[src/design/lm3_pkg.sv]
// Shared constants and types for the 3x3 local maximum detector.
`default_nettype none
package lm3_pkg;

  localparam int DEF_MAX_COLS   = 1024;
  localparam int DEF_PIXEL_BITS = 16;

  localparam int ROW_W       = 16;
  localparam int FCOL_W      = 11;
  localparam int COUNT_W     = 26;
  localparam int CFG_INDEX_W = 2;
  localparam int CFG_DATA_W  = 16;

  localparam logic [COUNT_W-1:0] COUNT_MAX = '1;

  localparam logic [CFG_INDEX_W-1:0] REG_FRAME_ROWS = 2'd0;
  localparam logic [CFG_INDEX_W-1:0] REG_FRAME_COLS = 2'd1;

  // Result queue between the frame tracker and the output port.
  localparam int RES_DEPTH = 2;
  localparam int RES_CNT_W = 2;
  localparam int PEND_W    = 3;

  typedef struct packed {
    logic last_col;
    logic last_row;
    logic frame_end;
  } item_flags_t;

  typedef struct packed {
    logic valid;
    logic hit;
    logic lower;
    logic frame_end;
  } cand_ctl_t;

  typedef struct packed {
    logic                 done_valid;
    logic [RES_CNT_W-1:0] res_cnt;
  } trk_status_t;

endpackage
`default_nettype wire

[src/design/lm3_track.sv]
// Peak count, strongest peak tracking and the end-of-frame result queue.
`default_nettype none
module lm3_track #(
  parameter int PIXEL_BITS = lm3_pkg::DEF_PIXEL_BITS
) (
  input  logic                            clk,
  input  logic                            rst,
  input  logic                            clear,
  input  lm3_pkg::cand_ctl_t              cand,
  input  logic signed [PIXEL_BITS-1:0]    cand_value,
  input  logic [lm3_pkg::ROW_W-1:0]       cand_row,
  input  logic [lm3_pkg::FCOL_W-1:0]      cand_col,
  output lm3_pkg::trk_status_t            status,
  output logic                            out_valid,
  input  logic                            out_stall,
  output logic [lm3_pkg::COUNT_W-1:0]     peak_count,
  output logic                            peak_found,
  output logic [lm3_pkg::ROW_W-1:0]       peak_row,
  output logic [lm3_pkg::FCOL_W-1:0]      peak_col,
  output logic [PIXEL_BITS-2:0]           peak_value
);
  import lm3_pkg::*;

  localparam int PTR_W = $clog2(RES_DEPTH);

  typedef logic signed [PIXEL_BITS-1:0] pix_t;

  // Running frame state: rows above the last row, and the last row on its own.
  logic [COUNT_W-1:0] run_count, run_count_next;
  pix_t               up_val, up_val_next, lo_val, lo_val_next;
  logic [ROW_W-1:0]   up_row, up_row_next, lo_row, lo_row_next;
  logic [FCOL_W-1:0]  up_col, up_col_next, lo_col, lo_col_next;

  // Snapshot of a finished frame.
  logic               done_valid;
  logic [COUNT_W-1:0] done_count;
  pix_t               done_up_val, done_lo_val;
  logic [ROW_W-1:0]   done_up_row, done_lo_row;
  logic [FCOL_W-1:0]  done_up_col, done_lo_col;

  pix_t               fin_val;
  logic [ROW_W-1:0]   fin_row;
  logic [FCOL_W-1:0]  fin_col;

  logic [COUNT_W-1:0]    res_count [RES_DEPTH];
  logic                  res_found [RES_DEPTH];
  logic [ROW_W-1:0]      res_row   [RES_DEPTH];
  logic [FCOL_W-1:0]     res_col   [RES_DEPTH];
  logic [PIXEL_BITS-2:0] res_value [RES_DEPTH];
  logic [PTR_W-1:0]      wr_ptr, rd_ptr;
  logic [RES_CNT_W-1:0]  res_cnt;
  logic                  push, pop;

  always_comb begin
    run_count_next = run_count;
    up_val_next    = up_val;
    up_row_next    = up_row;
    up_col_next    = up_col;
    lo_val_next    = lo_val;
    lo_row_next    = lo_row;
    lo_col_next    = lo_col;
    if (cand.hit) begin
      if (run_count != COUNT_MAX) begin
        run_count_next = run_count + COUNT_W'(1);
      end
      // Strictly greater keeps the earlier peak on ties.
      if (cand.lower) begin
        if (cand_value > lo_val) begin
          lo_val_next = cand_value;
          lo_row_next = cand_row;
          lo_col_next = cand_col;
        end
      end else if (cand_value > up_val) begin
        up_val_next = cand_value;
        up_row_next = cand_row;
        up_col_next = cand_col;
      end
    end

    if (done_lo_val > done_up_val) begin
      fin_val = done_lo_val;
      fin_row = done_lo_row;
      fin_col = done_lo_col;
    end else begin
      fin_val = done_up_val;
      fin_row = done_up_row;
      fin_col = done_up_col;
    end
  end

  assign push = done_valid;
  assign pop  = out_valid && !out_stall;

  assign out_valid  = (res_cnt != '0);
  assign peak_count = res_count[rd_ptr];
  assign peak_found = res_found[rd_ptr];
  assign peak_row   = res_row[rd_ptr];
  assign peak_col   = res_col[rd_ptr];
  assign peak_value = res_value[rd_ptr];

  assign status.done_valid = done_valid;
  assign status.res_cnt    = res_cnt;

  always_ff @(posedge clk) begin
    if (rst || clear || (cand.valid && cand.frame_end)) begin
      run_count <= '0;
      up_val    <= '0;
      up_row    <= '0;
      up_col    <= '0;
      lo_val    <= '0;
      lo_row    <= '0;
      lo_col    <= '0;
    end else if (cand.valid) begin
      run_count <= run_count_next;
      up_val    <= up_val_next;
      up_row    <= up_row_next;
      up_col    <= up_col_next;
      lo_val    <= lo_val_next;
      lo_row    <= lo_row_next;
      lo_col    <= lo_col_next;
    end

    if (rst) begin
      done_valid <= 1'b0;
      wr_ptr     <= '0;
      rd_ptr     <= '0;
      res_cnt    <= '0;
    end else begin
      done_valid <= cand.valid && cand.frame_end;
      if (push) begin
        wr_ptr <= wr_ptr + PTR_W'(1);
      end
      if (pop) begin
        rd_ptr <= rd_ptr + PTR_W'(1);
      end
      if (push && !pop) begin
        res_cnt <= res_cnt + RES_CNT_W'(1);
      end else if (pop && !push) begin
        res_cnt <= res_cnt - RES_CNT_W'(1);
      end
    end

    if (cand.valid && cand.frame_end) begin
      done_count  <= run_count_next;
      done_up_val <= up_val_next;
      done_up_row <= up_row_next;
      done_up_col <= up_col_next;
      done_lo_val <= lo_val_next;
      done_lo_row <= lo_row_next;
      done_lo_col <= lo_col_next;
    end

    if (push) begin
      res_count[wr_ptr] <= done_count;
      res_found[wr_ptr] <= (fin_val != '0);
      res_row[wr_ptr]   <= fin_row;
      res_col[wr_ptr]   <= fin_col;
      res_value[wr_ptr] <= fin_val[PIXEL_BITS-2:0];
    end
  end

endmodule
`default_nettype wire

[config.mk]
export PLATFORM = sky130hd
export DESIGN_NAME = lm3_track
export DESIGN_NICKNAME = d
export VERILOG_FILES = /design/src/design/lm3_pkg.sv /design/src/design/lm3_track.sv
export SDC_FILE = /design/constraint.sdc
export NUM_CORES = 1
export LEC_CHECK = 0
export BUFFER_PORTS_ARGS = -buffer_cell sky130_fd_sc_hd__buf_2
export CAP_MARGIN = 20
export CORE_AREA = 2 2 232 234
export DETAILED_ROUTE_END_ITERATION = 7
export DIE_AREA = 0 0 234 236
export PLACE_DENSITY = 0.44
export SYNTH_ARGS = -nofsm -noshare
export SYNTH_HDL_FRONTEND = slang
export SYNTH_SLANG_ARGS = --single-unit
[constraint.sdc]
create_clock -name clk -period 13.36 [get_ports clk]
set_clock_uncertainty 0.05 [all_clocks]
set_input_delay 4.008 -clock clk [delete_from_list [all_inputs] [get_ports clk]]
set_output_delay 4.008 -clock clk [all_outputs]
set_load 0.005 [all_outputs]
# [Word-level counts from Yosys, hierarchy flattened]
# Memories as Yosys holds them, arrays and structs flattened. A register that Yosys moved wholly into a read port is not among the register bits.
# Index checks and enable logic that the tools add are counted.
[totals] reg_bits=229 latchBits=0 ramBits=138 romBits=0 inputBits=51 out_inout_bits=73 elab_cells=81 n_memories=5
[op_classes] n_addsub=5 n_mul=0 div_mod_pow=0 magnitude_cmp=3 n_eq_ne=1 n_shift=0 n_mux=37 bitwise=0 reduce_logical=12
[memory_table] name="res_count" depth=2 word_bits=26 read_ports=1 rd_ports_with_merged_regs=1 write_ports=1 line="lm3_track.sv:45" rtl="logic [COUNT_W-1:0] res_count [RES_DEPTH];"
[memory_table] name="res_row" depth=2 word_bits=16 read_ports=1 rd_ports_with_merged_regs=1 write_ports=1 line="lm3_track.sv:47" rtl="logic [ROW_W-1:0] res_row [RES_DEPTH];"
[memory_table] name="res_value" depth=2 word_bits=15 read_ports=1 rd_ports_with_merged_regs=1 write_ports=1 line="lm3_track.sv:49" rtl="logic [PIXEL_BITS-2:0] res_value [RES_DEPTH];"
[memory_table] name="res_col" depth=2 word_bits=11 read_ports=1 rd_ports_with_merged_regs=1 write_ports=1 line="lm3_track.sv:48" rtl="logic [FCOL_W-1:0] res_col [RES_DEPTH];"
[memory_table] name="res_found" depth=2 word_bits=1 read_ports=1 rd_ports_with_merged_regs=1 write_ports=1 line="lm3_track.sv:46" rtl="logic res_found [RES_DEPTH];"
[ops] cell="16-bit two-way mux" n=14
[ops] cell="11-bit two-way mux" n=7
[ops] cell="26-bit two-way mux" n=2
[ops] cell="16-bit > comparator" n=3
[ops] cell="26-bit by 1-bit adder with 26-bit output, second input constant" n=1
[ops] cell="26-bit inequality test, second input constant" n=1
[ops] cell="16-bit nonzero test" n=1
[ops] cell="1-bit two-way mux" n=12
[ops] cell="1-bit logical AND" n=4
[ops] cell="2-bit two-way mux" n=2
[ops] cell="2-bit nonzero test" n=2
[ops] cell="1-bit zero test" n=3
[ops] cell="1-bit adder, second input constant" n=2
[ops] cell="2-bit by 1-bit adder with 2-bit output, second input constant" n=1
[ops] cell="1-bit logical OR" n=2
[ops] cell="2-bit by 1-bit subtractor with 2-bit output, second input constant" n=1

# [Logic depth before layout (Yosys ltp)]
# Gate-level depths: netlist (run 1).
[logic_depth] depth_word=5 depth_mapped=10 mapped_depth_nobuf=8

# [Worst setup path before layout (run 1)]
# Ideal clock, no wire load.
[synth_timing] kind="in2reg" from="input port cand[3] (netlist bit)" to="register lo_col[4]" setup_ns=0.128 t_arrival_ns=7.666 required_ns=13.182 setup_slack_ns=5.516 path_stages=6 n_path_buf=3 path_cell_list="and2_1 or3_1 clkbuf_1 clkbuf_1 clkbuf_1 nor2_1"
[synth_between] elab_chain_cells=2
[synth_rtl] item="start: declaration" line="lm3_track.sv:9" rtl="input lm3_pkg::cand_ctl_t cand,"
[synth_rtl] item="1-bit logical AND" line="lm3_track.sv:105" rtl="if (rst || clear || (cand.valid && cand.frame_end)) begin"
[synth_rtl] item="1-bit logical OR" line="lm3_track.sv:105"
[synth_rtl] item="end signal: assignment" line="lm3_track.sv:120" rtl="lo_col <= lo_col_next;"
[synth_rtl] item="end: declaration" line="lm3_track.sv:32" rtl="logic [FCOL_W-1:0] up_col, up_col_next, lo_col, lo_col_next;"
# Parallel ways exist; a longest one is shown, timed or not.
# A chain may end at the register's enable or synchronous reset.

# [Worst setup path after layout (run 1)]
[layout_timing] from="input port cand_value[15]" to="register done_up_row[2] (data pin)"
[layout_between] elab_chain_cells=4
[layout_rtl] item="start: declaration" line="lm3_track.sv:10" rtl="input logic signed [PIXEL_BITS-1:0] cand_value,"
[layout_rtl] item="16-bit > comparator" line="lm3_track.sv:73" rtl="end else if (cand_value > up_val) begin"
[layout_rtl] item="16-bit two-way mux" line="lm3_track.sv:73"
[layout_rtl] item="16-bit two-way mux" line="lm3_track.sv:67" rtl="if (cand.lower) begin"
[layout_rtl] item="16-bit two-way mux" line="lm3_track.sv:62" rtl="if (cand.hit) begin"
[layout_rtl] item="named net up_row_next[2]" line="lm3_track.sv:31" rtl="logic [ROW_W-1:0] up_row, up_row_next, lo_row, lo_row_next;"
[layout_rtl] item="end signal: assignment" line="lm3_track.sv:146" rtl="done_up_row <= up_row_next;"
[layout_rtl] item="end: declaration" line="lm3_track.sv:38" rtl="logic [ROW_W-1:0] done_up_row, done_lo_row;"
# The timed path passes the listed nets, and every way through them passes these cells.

==> results of run 1 <==
## through the flow
step                      utilization  instances  worst slack [ps]
after global routing           0.3602       2092              6282
after global placement         0.3321       2009              5911
after detailed placement       0.3321       2009              5862
after floorplan                     -       1242              5516
after CTS                      0.3602       2092              6465
final                          0.3602       2093              6462
## power by group
| group | internal [mW] | leakage [nW] | total, mW | switching [mW] |
|---|---|---|---|---|
| Combinational | 0.132 | 2.66 | 0.267 | 0.135 |
| Clock | 0.749 | 0.739 | 1.23 | 0.481 |
| Sequential | 1.25 | 3.29 | 1.28 | 0.0268 |
| Total | 2.13 | 6.69 | 2.78 | 0.643 |
## area by class of cell
cell class	instances	area [µm²]
multi-input combinational	753	5951
fill	5154	33950
timing repair buffer	137	720.7
sequential	368	9873
clock inverter	24	252.7
clock buffer	59	1240
inverter	55	206.4
tap	696	870.8
antenna	1	2.502
## worst max-delay path, delay by kind of cell
| kind | cells | cell delay, ps |
|---|---|---|
| fa+ha+maj | 1 | 350 |
| compound gates | 3 | 1410 |
| buf+inv | 3 | 770 |
| simple gates | 1 | 190 |
| mux | 1 | 400 |
## registers in the layout, indices dropped and copies added, names as in the netlist, 16 cells and up, named ones only
signal / flops
done_up_val: 16
res_count: 52
run_count: 26
lo_val: 16
up_val: 16
up_row: 16
done_count: 26
done_lo_val: 16
done_up_row: 16
lo_row: 16
done_lo_row: 16
res_col: 22
res_row: 32
res_value: 30
## per-layer routing
layer | wire length (µm) | up-vias | part of all wire
li1 | - | 4820 | -
met1 | 18230 | 4987 | 0.46
met2 | 19400 | 145 | 0.48
met3 | 1556 | 58 | 0.039
met4 | 807 | 4 | 0.020
met5 | 30 | - | 0.00075
## cells in the final DEF (no fill, tap or decap), drive strengths merged, types with 6 or more instances in the layout
master    n
nor4     13
edfxtp  250
nand2    28
and4      8
mux2i    45
o21ai    50
xor2     21
nand4    24
clkinv   18
nor2     93
clkbuf   59
mux2    201
and2      6
xnor2    27
a21oi    62
inv      55
nor2b     6
nor3     21
dfxtp   118
ha       50
buf     137
nand3    59
## synthesized netlist by cell type (2+ instances only)
master | count | area, µm²
mux2_2 | 201 | 2263
or3_1 | 2 | 12.51
and2_1 | 6 | 37.54
nand2b_1 | 3 | 18.77
and4_1 | 8 | 70.07
ha_1 | 50 | 625.6
dfxtp_1 | 118 | 2362
nor2_1 | 93 | 349.1
xnor2_1 | 27 | 236.5
o21ai_1 | 4 | 20.02
and3_1 | 4 | 25.02
nor2b_1 | 6 | 37.54
mux2i_1 | 45 | 450.4
a21o_1 | 4 | 30.03
inv_1 | 55 | 206.5
o211ai_1 | 3 | 22.52
nor4_1 | 13 | 81.33
a31oi_1 | 3 | 18.77
buf_2 | 18 | 90.09
nand3b_1 | 2 | 15.01
nand3_1 | 59 | 295.3
clkbuf_1 | 41 | 153.9
buf_1 | 6 | 22.52
nand4_1 | 23 | 143.9
nand2_1 | 28 | 105.1
o21ai_0 | 46 | 230.2
nor3_1 | 21 | 105.1
a21oi_1 | 62 | 310.3
or4_1 | 2 | 15.01
xor2_1 | 21 | 183.9
edfxtp_1 | 250 | 7507
## how the worst min path moves through the flow
stage	startpoint	end
after floorplan	done_count[0]	res_count[0][0]
after global placement	done_count[2]	res_count[0][2]
after detailed placement	done_count[15]	res_count[0][15]
after CTS	done_count[13]	res_count[0][13]
after global routing	done_count[13]	res_count[1][13]
final	done_count[18]	res_count[1][18]
## logic make-up after synthesis
family                     after synthesis  share of synthesized area
AOI/OAI and AO/OA                      137                    0.04938
xor gates and xnor gates                48                    0.02588
adders and majority gates               50                    0.03852
buffers and inverters                  121                    0.02958
DFF                                    368                     0.6077
muxes                                  246                     0.1671
and+or+nand+nor                        272                    0.08189
==> results.md, run 1 <==
- Status: completed
- Fin Hold WS: 396.7 ps
- R2R setup slack: 9670 ps
- Share of cells above drive strength 1: 0.3009
- FF+latch count, synth: 368
- Post-Syn Area per Cell: 13.08 µm²
- Prevailing post-synth register cell: edfxtp_1
- Post-CTS sizing: 0
- Core Footprint: 53070 µm²
- Detailed placer's ending HPWL: 25.17 mm
- PortBufs: 123
- Element type at the critical path end: flop
- PwrDens: 145.2 nW/µm²
- Setup tns final: 0 ps
- Final Net Count: 1461
- Max Freq: 0.1450 GHz
- Cts bufs inserted: 45
- WHS Path Cells: 0
- Initial Utilization: 0.3060
- Max VDD drop: 78.80 µV
- Setup bufs post-CTS: 0
- CP startpoint kind: input port
- Number of synthesis warnings: 0
- Slew Viols, Final: 0
- Busiest grt layer: met2
- Reg2reg start: up_val[15]
- CTS tree: yes
- Iter 0 DRT Violations: 559
- # clock sinks: 368
- Post-DRT Antenna Nets: 0
- CP max stage delay: 590 ps
- Final Cycle Share: 0.5163
- Fin area: 19120 µm²
- Avg WL per Cell: 19.12 µm
- Routing usage on met2: 0.2422
- Residual DRC: 0
- Die Area: 55220 µm²
- Vias: 10014
- Crit path to: done_up_row[2]
- Row cnt: 85
- Worst skew pair latency: 570 ps
- EDFF count, synth: 250
- Post-Synthesis Cells: 1242
- Bufs on Longest Clock Path: 3
- Slowest cell on the critical path: a41oi_4
- Clock-pin transition on the worst setup and hold timing paths: 50 ps
- Vias per cell: 4.785
- Hold Violations, Final: 0
- Share of the yosys chip area belonging to registers: 0.6077
- RSZ-0062 raised after global routing: false
- Number of global-route vias before repair: 10119
- Met1 Usage GRT: 0.1906
- First-pass GRT wire length: 61.40 mm
- Root buf cell: clkbuf_16
- Hold-fix buffers at CTS: 0
- Crit Reg-Reg Endpoint: done_up_row[2]
- Die height: 236 µm
- Cells on worst reg2reg path: 9
- Initial antenna violation count: 3
- Syn_nets: 1343
- H-Tree Depth: 2
- Synth-to-layout area growth: 17.70%
- GPL Wtd Cong: 0.7509
- Worst-path maximum fanout: 31
- Worst-path cell chain: buf_2 > ha_1 > nand4_2 > inv_1 > a22oi_1 > a311oi_1 > a41oi_4 > buf_4 > mux2_2
- Worst slew pin tran: 1077 ps
- Synth unique cells: 49
- I/O pins: 124
- Die X: 234 µm
- Leakage: 6.688 nW
- Power Total: 2.776 mW
- Worst Hold Class: reg2reg
- Setup-failing EPs final: 0
- Pin count of the biggest net entering global routing: 68
- Critical path class: in2reg
- Pre-antenna DRT Iters: 5
- Total Wirelength: 40.03 mm
- Mapped cell area: 16240 µm²
- Post-DP Area: 17620 µm²
- Overflow after GRT: 0
- Fin crit period: 6898 ps
- CP Data Required Time: 13630 ps
- Worst EP arrival: 7170 ps
- Slew margin rel.: 0.2817
- Post-synthesis async set-or-reset flop share: 0
- Tot GR Track Use: 0.1458
- Max_cap viols: 0
- Grt met3 use: 0.03179
- Worst Setup SP: cand_value[15]
(Power assumes the default switching activity.)
==> inputs of run 2 (changes only) <==
Settings changed: PLACE_DENSITY 0.44 to 0.45.
Clock period 13.36 ns to 6.15 ns, I/O delays scaled along.
==> run 2 against run 1 <==
- sequential power rose by 120%
- global-route usage fell by 0.21 points
- sequential share of layout area rose by 0.16 points
- via count fell by 0.19%
- die area did not move
- critical endpoint is now peak_value[2]
- largest cell class unchanged
- flip-flop and latch count did not move
- total power rose by 110%
- non-clock buffer count rose by 4
- combinational power rose by 110%
- design area fell by 0.30%
- first-iteration DRC count fell by 2.5%
- clock-buffer cell count rose by 2
==> results.md, run 2 (same netlist as run 1, synthesis figures left out) <==
- Setup tns final: 0 ps (unchanged)
- GPL Wtd Cong: 0.7790 (+3.7%)
- Post-DRT Antenna Nets: 0 (unchanged)
- Fin area: 19060 µm² (-0.30%)
- Share of cells above drive strength 1: 0.2958 (-0.005014)
- Number of global-route vias before repair: 10029 (-0.89%)
- Max VDD drop: 182.6 µV (+130%)
- Vias: 9995 (-0.19%)
- # clock sinks: 368 (unchanged)
- H-Tree Depth: 2 (unchanged)
- Overflow after GRT: 0 (unchanged)
- Die height: 236 µm (unchanged)
- Initial antenna violation count: 3 (unchanged)
- Worst EP arrival: 2470 ps (-4700 ps)
- Die Area: 55220 µm² (unchanged)
- Crit Reg-Reg Endpoint: res_col[1][2]
- Post-CTS sizing: 0 (unchanged)
- Switching pwr: 1.381 mW (+110%)
- Row cnt: 85 (unchanged)
- Setup-failing EPs final: 0 (unchanged)
- Avg WL per Cell: 18.77 µm (-1.9%)
- Critical path class: reg2out
- Reg2reg start: done_up_val[15]
- Slew Viols, Final: 0 (unchanged)
- Cts bufs inserted: 43 (-4.4%)
- Pre-antenna DRT Iters: 4 (-1)
- Root buf cell: clkbuf_16
- CTS tree: yes
- Place WS: 1058 ps (-4803 ps)
- Comb power frac: 0.098 (+0.002)
- Post-DP Area: 17700 µm² (+0.45%)
- First-pass GRT wire length: 60.68 mm (-1.2%)
- Detailed placer's ending HPWL: 24.87 mm (-1.2%)
- Element type at the critical path end: primary output
- Most common cell after layout, fill and taps aside: edfxtp_1
- WHS Path Cells: 0 (unchanged)
- Clock network power share: 0.421 (-0.022)
- CP startpoint kind: flop
- Int Pwr: 4.434 mW (+110%)
- Fin crit period: 4362 ps
- Cells on worst reg2reg path: 8 (-1)
- Iter 0 DRT Violations: 545 (-2.5%)
- Worst slew pin tran: 808.0 ps (-269.4 ps)
- I/O pins: 124 (unchanged)
- Biggest regs: res_count x52, res_row x32, res_value x30
- Final Cycle Share: 0.7093
- Total Wirelength: 39.28 mm (-1.9%)
- PortBufs: 123 (unchanged)
- Max Freq: 0.2293 GHz
- Biggest register: res_count
- Hold Violations, Final: 0 (unchanged)
- Pin count of the biggest net entering global routing: 63 (-7.4%)
- Switching part of the total power: 0.2374 (+0.005820)
- Synth-to-layout area growth: 17.35%
- Worst skew pair latency: 580 ps (about the same)
- Tot GR Track Use: 0.1437 (-0.002053)
- PwrDens: 305.1 nW/µm² (+110%)
- Setup WS post-layout: 1788 ps (-4674 ps)
- Status: completed
- CP Data Required Time: 4260 ps (-9370 ps)
- Clock-pin transition on the worst setup and hold timing paths: 60 ps (about the same)
- Max_cap viols: 0 (unchanged)
- Most frequent cells in the layout: edfxtp_1, mux2_2, buf_2, dfxtp_1, nor2_1
- Hold EP: res_count[0][8]
- Initial Utilization: 0.3060 (unchanged)
- Core Footprint: 53070 µm² (unchanged)
- Setup bufs post-CTS: 0 (unchanged)
- Bufs on Longest Clock Path: 3 (unchanged)
- RSZ-0062 raised after global routing: false
- Leakage: 6.655 nW (-0.50%)
- Number of flip-flops in the largest register: 52 (unchanged)
- Worst Hold Class: reg2reg
- R2R setup slack: 2800 ps (-6870 ps)
- Die X: 234 µm (unchanged)
- Hold-fix buffers at CTS: 0 (unchanged)
- Slew margin rel.: 0.4613 (+0.1796)
- Final Net Count: 1463 (+0.14%)
- Reg power frac: 0.481 (+0.020)
- Worst-path maximum fanout: 46 (+48%)
- Hold_sp: done_count[8]
- Vias per cell: 4.775 (-0.19%)
- Residual DRC: 0 (unchanged)
-- run 2: cell types whose count changed in the layout (fill, tap and decap cells not counted), moves of 2 or more --
| cell | before | now |
|---|---|---|
| buf_12 | 0 | 3 |
| bufinv_16 | 5 | 2 |
| clkbuf_1 | 9 | 15 |
| clkbuf_16 | 46 | 43 |
| clkinv_2 | 12 | 7 |
| inv_16 | 0 | 2 |
-- run 2: per-layer routing --
layer  vias up  track usage  wire, µm
met5         -            0        41
met2       194       0.2376     18820
met3        56      0.02986      1702
li1       4824            -         -
met4         6      0.03989       841
met1      4915       0.1896     17870
-- run 2: layout make-up --
class / count / area, µm²
inverters: 55 / 206.4
multi-input cells: 753 / 5951
clock buffers: 61 / 1174
flip-flops and latches: 368 / 9873
repair buffers: 141 / 815.8
diodes: 1 / 2.502
clock inverters: 18 / 166.4
well taps: 696 / 870.8
fillers: 5094 / 34010
-- run 2: worst max-delay path by stage --
stage              startpoint  cells past startpoint             to  slack [ps]
2_1_floorplan         cand[3]                      6      lo_col[4]         470
3_3_place_gp   cand_value[11]                      9      up_col[3]        1170
4_1_cts                  flop                      3  peak_value[2]        1660
3_5_place_dp   cand_value[15]                      9      up_row[2]        1060
6_report                 flop                      3  peak_value[2]        1790
5_1_grt                  flop                      3    peak_row[4]        1630
-- run 2: power by group through the flow --
| stage | combinational (mW) | sequential, mW | clock, mW |
|---|---|---|---|
| floorplan | 0.390 | 2.79 | 0 |
| global placement | 0.582 | 2.85 | 0 |
| detailed placement | 0.584 | 2.85 | 0 |
| global route | 0.632 | 2.81 | 2.64 |
| finish | 0.570 | 2.79 | 2.45 |
| CTS | 0.589 | 2.80 | 2.54 |
-- run 2: through the flow --
stage	util	hold slack [ps]	total power [mW]	cells
after floorplan	-	371.5	3.183	1242
after global placement	0.3330	373.6	3.434	2011
after detailed placement	0.3336	385.3	3.437	2012
after CTS	0.3588	401.0	5.931	2091
after global routing	0.3591	409.5	6.076	2092
final	0.3591	396.4	5.815	2093
-- run 2: worst max-delay path, cell delays in order, from the launching register on --
cell and delay [ps]:
dfxtp_4 880, buf_4 470, mux2_2 390, buf_2 130
